<file path="src/sv/rvk_pkg.sv">
// Shared types, constants and helpers for the velocity kick block.
`default_nettype none

package rvk_pkg;

    // fraction bits of the force inputs
    localparam int FORCE_FRAC_BITS = 16;

    // pipelined unit depths
    localparam int SQRT_STAGES = 32;
    localparam int DIV_STAGES  = 62;

    typedef struct packed {
        logic signed [31:0] vel_x;
        logic signed [31:0] vel_y;
        logic signed [31:0] vel_z;
        logic        [31:0] density;
        logic signed [31:0] force_x;
        logic signed [31:0] force_y;
        logic signed [31:0] force_z;
    } t_in;

    typedef struct packed {
        logic signed [31:0] new_vel_x;
        logic signed [31:0] new_vel_y;
        logic signed [31:0] new_vel_z;
        logic        [31:0] new_density;
        logic               bad_speed;
    } t_out;

    // magnitude of a 32-bit two's complement value
    function automatic logic [31:0] mag32(input logic [31:0] x);
        mag32 = x[31] ? (32'd0 - x) : x;
    endfunction

    // number of significant bits
    function automatic logic [6:0] bit_len(input logic [63:0] x);
        logic [6:0] n;
        n = 7'd0;
        for (int i = 0; i < 64; i++) begin
            if (x[i]) begin
                n = 7'(i + 1);
            end
        end
        bit_len = n;
    endfunction

endpackage

`default_nettype wire

</file>
<file path="src/sv/rvk_isqrt.sv">
// Pipelined floor integer square root, one result bit per stage.
`default_nettype none

module rvk_isqrt (
    input  wire logic        i_clk,
    input  wire logic        i_rst_n,
    input  wire logic        i_vld,
    input  wire logic [63:0] i_rad,
    output logic             o_vld,
    output logic [31:0]      o_root
);

    localparam int N = rvk_pkg::SQRT_STAGES;

    logic [N-1:0] r_v;
    logic [63:0]  r_x [N];
    logic [63:0]  r_r [N];
    logic [63:0]  x_in [N];
    logic [63:0]  q_in [N];
    logic [63:0]  n_x [N];
    logic [63:0]  n_r [N];
    logic [63:0]  trial [N];
    logic [63:0]  bitv [N];

    always_comb begin
        x_in[0] = i_rad;
        q_in[0] = '0;
        for (int g = 1; g < N; g++) begin
            x_in[g] = r_x[g-1];
            q_in[g] = r_r[g-1];
        end
        for (int g = 0; g < N; g++) begin
            bitv[g]  = 64'd1 << (62 - 2 * g);
            trial[g] = q_in[g] + bitv[g];
            if (x_in[g] >= trial[g]) begin
                n_x[g] = x_in[g] - trial[g];
                n_r[g] = (q_in[g] >> 1) + bitv[g];
            end else begin
                n_x[g] = x_in[g];
                n_r[g] = q_in[g] >> 1;
            end
        end
    end

    always_ff @(posedge i_clk) begin
        if (!i_rst_n) begin
            r_v <= '0;
        end else begin
            r_v <= {r_v[N-2:0], i_vld};
        end
    end

    always_ff @(posedge i_clk) begin
        for (int g = 0; g < N; g++) begin
            r_x[g] <= n_x[g];
            r_r[g] <= n_r[g];
        end
    end

    assign o_vld  = r_v[N-1];
    assign o_root = r_r[N-1][31:0];

endmodule

`default_nettype wire

</file>
<file path="config.mk">
export PLATFORM = sky130hd
export DESIGN_NAME = rvk_isqrt
export DESIGN_NICKNAME = d
export VERILOG_FILES = /design/src/sv/rvk_pkg.sv /design/src/sv/rvk_isqrt.sv
export SDC_FILE = /design/constraint.sdc
export NUM_CORES = 2
export LEC_CHECK = 0
export BUFFER_PORTS_ARGS = -buffer_cell sky130_fd_sc_hd__buf_4
export CAP_MARGIN = 20
export CORE_ASPECT_RATIO = 1.75
export CORE_MARGIN = 1.5
export CORE_UTILIZATION = 30
export CTS_BUF_LIST = sky130_fd_sc_hd__clkbuf_8 sky130_fd_sc_hd__clkbuf_16
export DETAILED_ROUTE_END_ITERATION = 8
export PLACE_DENSITY = 0.52
export SETUP_SLACK_MARGIN = 0.1
export SYNTH_ARGS = -nofsm -noshare
export SYNTH_HDL_FRONTEND = slang
export SYNTH_SLANG_ARGS = --single-unit
</file>
<file path="constraint.sdc">
create_clock -name i_clk -period 3.2 [get_ports i_clk]
set_input_delay 0.32 -clock i_clk [delete_from_list [all_inputs] [get_ports i_clk]]
set_output_delay 0.32 -clock i_clk [all_outputs]
set_load 0.02 [all_outputs]
</file>
==> impl_metrics.ini <==
[logic_synthesis]
synth.area.top_cells = dfxtp_1, ha_1, xnor2_1
ys_types = 93
syn_area_um2 = 96300
synth_edf_count = 0
ys_seq_elements = 2544
ys_seq_area_frac = 0.5289
avgSynthCellArea_um2 = 9.936
synth_nets = 10320
synth-main-ff-cell = dfxtp_1
yosysTopAreaCellShare = 0.5289
syn-instance-count = 9692
async_flop_share = 0
yosysWarnings = 0
yosysTopAreaCell = dfxtp_1

[timing]
hold_viol = 0
setup_viol = 172
rsz0062_at_grt = true
fin_ws_ns = -0.2912
tightest_slew_ns = 1.178
skew_ns = 0.1576
post-route-min-period_ns = 3.491
drv_slew = 0
fmax_ghz = 0.2864
fin_crit_sh = 1.091
relSlewSlack = 0.2086

[setup_path]
reg2reg_from = r_x[1][412]
path_depth = 11
crit_family = simple AND/OR/NAND/NOR gates
endpoint = r_x[1][499]
reg2reg_depth = 11
cp-start-kind = flop
max_stage_delay_ns = 0.52
worst-r2r-setup-slack_ns = -0.29
worst-setup-path-type = flop to flop
worstPathRequired_ns = 4.00
cp_max_fo = 7
crit_path_cell_trace = ha_4, nand4_1, or2_1, or3_4, or4_4, a2111o_1, a31oi_4, nand4_4, buf_6, nor2_4, xor2_1
cp_data_arrival_time_ns = 4.29
critical-path-slowest-cell = a2111o_1
crit_start = r_x[1][412]
crit_path_end_kind = flop
r2r_end = r_x[1][499]
critPathBufInv = 1

[drt]
vias_per_cell = 4.780
routedWlPerCell_um = 19.15
ant_nets = 0
drt-initial-drc-count = 2332
drc = 0
wl_mm = 307.5
vias = 76730
firstDrtPassIters = 5

[floorplanning]
ios = 100
start_util = 0.3009
core_um2 = 320000
die_h_um = 752.5
fp.dieW_um = 431.3
num_rows = 275
die-area_um2 = 324500

[pwr]
power_leakage_nw = 60.60
ir_drop_uv = 554.2
p_total_mw = 109.9
powerDensity_nw_per_um2 = 817.3

[global_route]
grt_pass1_wl_mm = 450.5
grtUsageTotal = 0.1813
grt_max_degree = 45
antenna_found_initial = 3
grt_pass1_vias = 83200
overflow = 0

[place]
port-buffer-count = 99
dpl.cell_count = 15220
gp_congestion = 0.9866
place_hpwl_mm = 237.4

[cells_and_area]
nets = 12320
layoutNonFillerInstCount = 16050
area_growth_pct = 39.65
fin_util = 0.4202
drive_gt1_frac = 0.3059

[flow_run]
max_cap_viol_count = 0

[status]
status = complete, but fails checks
violations = setup timing

[cts]
insertion_delay_ns = 0.99
cts_root_buf = clkbuf_16
cts_buffers = 243
cts.path.max_buffers = 4
clock-sinks = 2544
clkTransAtPathRegs_ns = 0.06
cts_tree = yes
htreeDepth = 4

[min_path]
hp-start = i_rad[62]
hold_path_class = input pin to flop
## flip-flops by register name (all words and copies together) (netlist names)
signal and flops:
r_r 528, r_v 32, r_x 1984
## where the power goes
group	internal, mW	total (mW)	leakage (nW)	switching, mW
Combinational	17.1	35.0	35.1	17.9
Sequential	38.8	44.5	21.3	5.74
Clock	17.7	30.3	4.25	12.7
Total	73.5	110	60.6	36.4
## layout make-up
class	count	area [µm²]
clock buffer	284	6668
sequential	2544	51080
fill	30370	185500
clock inverter	159	1805
antenna	3	7.507
tap	4155	5199
multi-input combinational	6258	50080
inverter	692	2615
timing repair buffer	1957	17010
## routing by layer
layer,vias up,share of wire,GRT usage
met5,-,0,0
met4,0,0.11,0.1628
met3,1066,0.022,0.01974
met2,1391,0.63,0.4201
met1,36520,0.24,0.1054
li1,37750,-,-
## layout by cell type (no fill, tap or decap), drive strengths merged, types with 35 or more instances in the layout
master       netlist  layout
mux2              84      84
or3               90      90
and2              71      71
o21a              90      90
nor2             719     719
ha               558     558
o21bai            39      39
dfxtp           2544    2544
xor2             362     362
nand2b           132     132
buf               21    1811
nor4b             55      55
a31oi             44      44
o211ai            37      37
clkinv             0      57
nand4            175     175
nor3             242     242
bufinv             0      35
nand3            183     183
nor4             340     340
o21ai            370     370
a21oi            698     698
o31ai             35      35
nor2b             78      78
nand2            559     559
xnor2            538     538
a211oi            47      47
inv              692     734
dlygate4sd3        0     131
clkbuf           177     299
or4               53      53
or2               43      43
a21o             239     239
## cells by family (layout without fill, tap and decap cells)
kind of cell | count (synthesis) | after routing | share of synthesized area
simple gates | 2904 | 2904 | 0.1557
flops | 2544 | 2544 | 0.5289
compound gates | 1806 | 1806 | 0.1157
xor+xnor | 900 | 900 | 0.08186
buf+inv | 890 | 3092 | 0.03490
fa+ha+maj | 558 | 558 | 0.07250
mux | 90 | 90 | 0.01045
other cells | 0 | 3 | 0
## cell usage after synthesis, types with 239 or more instances
cell / n
dfxtp_1: 2544
nor2_1: 719
a21oi_1: 697
inv_1: 691
ha_1: 558
nand2_1: 558
xnor2_1: 538
o21ai_0: 365
xor2_1: 362
nor4_1: 339
nor3_1: 241
a21o_1: 239
## per-stage QoR
stage	setup TNS, ns	setup slack, ns	area [µm²]	hold slack (ns)
5_1_grt	-40.62	-0.4018	134500	0.1840
2_1_floorplan	0	0.1012	96480	0.3224
6_report	-20.00	-0.2912	134500	0.1853
3_5_place_dp	-188.03	-1.178	113100	0.3304
3_3_place_gp	-213.23	-1.833	113100	0.3272
4_1_cts	-30.16	-0.5129	128700	0.1180
## worst min-delay path by stage
stage,end,cells after the start
after floorplan,r_x[0][493],0
after global placement,r_x[0][405],0
after detailed placement,r_x[0][403],0
after CTS,r_x[0][62],4
after global routing,r_x[0][62],4
final,r_x[0][62],4
## repair_timing
item	CTS	global route
pin swaps	303	421
gates resized for setup	946	1055
cloned	17	20
hold endpoints to repair	97	0
hold buffers	131	0
endpoints found under the setup margin	793	769
buffers inserted	134	114
## worst reg2reg max path, cell delays in order (launching register included)
cell	delay [ns]
dfxtp_1	0.36
ha_4	0.29
nand4_1	0.10
or2_1	0.23
or3_4	0.39
or4_4	0.47
a2111o_1	0.52
a31oi_4	0.34
nand4_4	0.28
buf_6	0.22
nor2_4	0.07
xor2_1	0.17
Note: power is estimated with default switching activity, not from simulation.
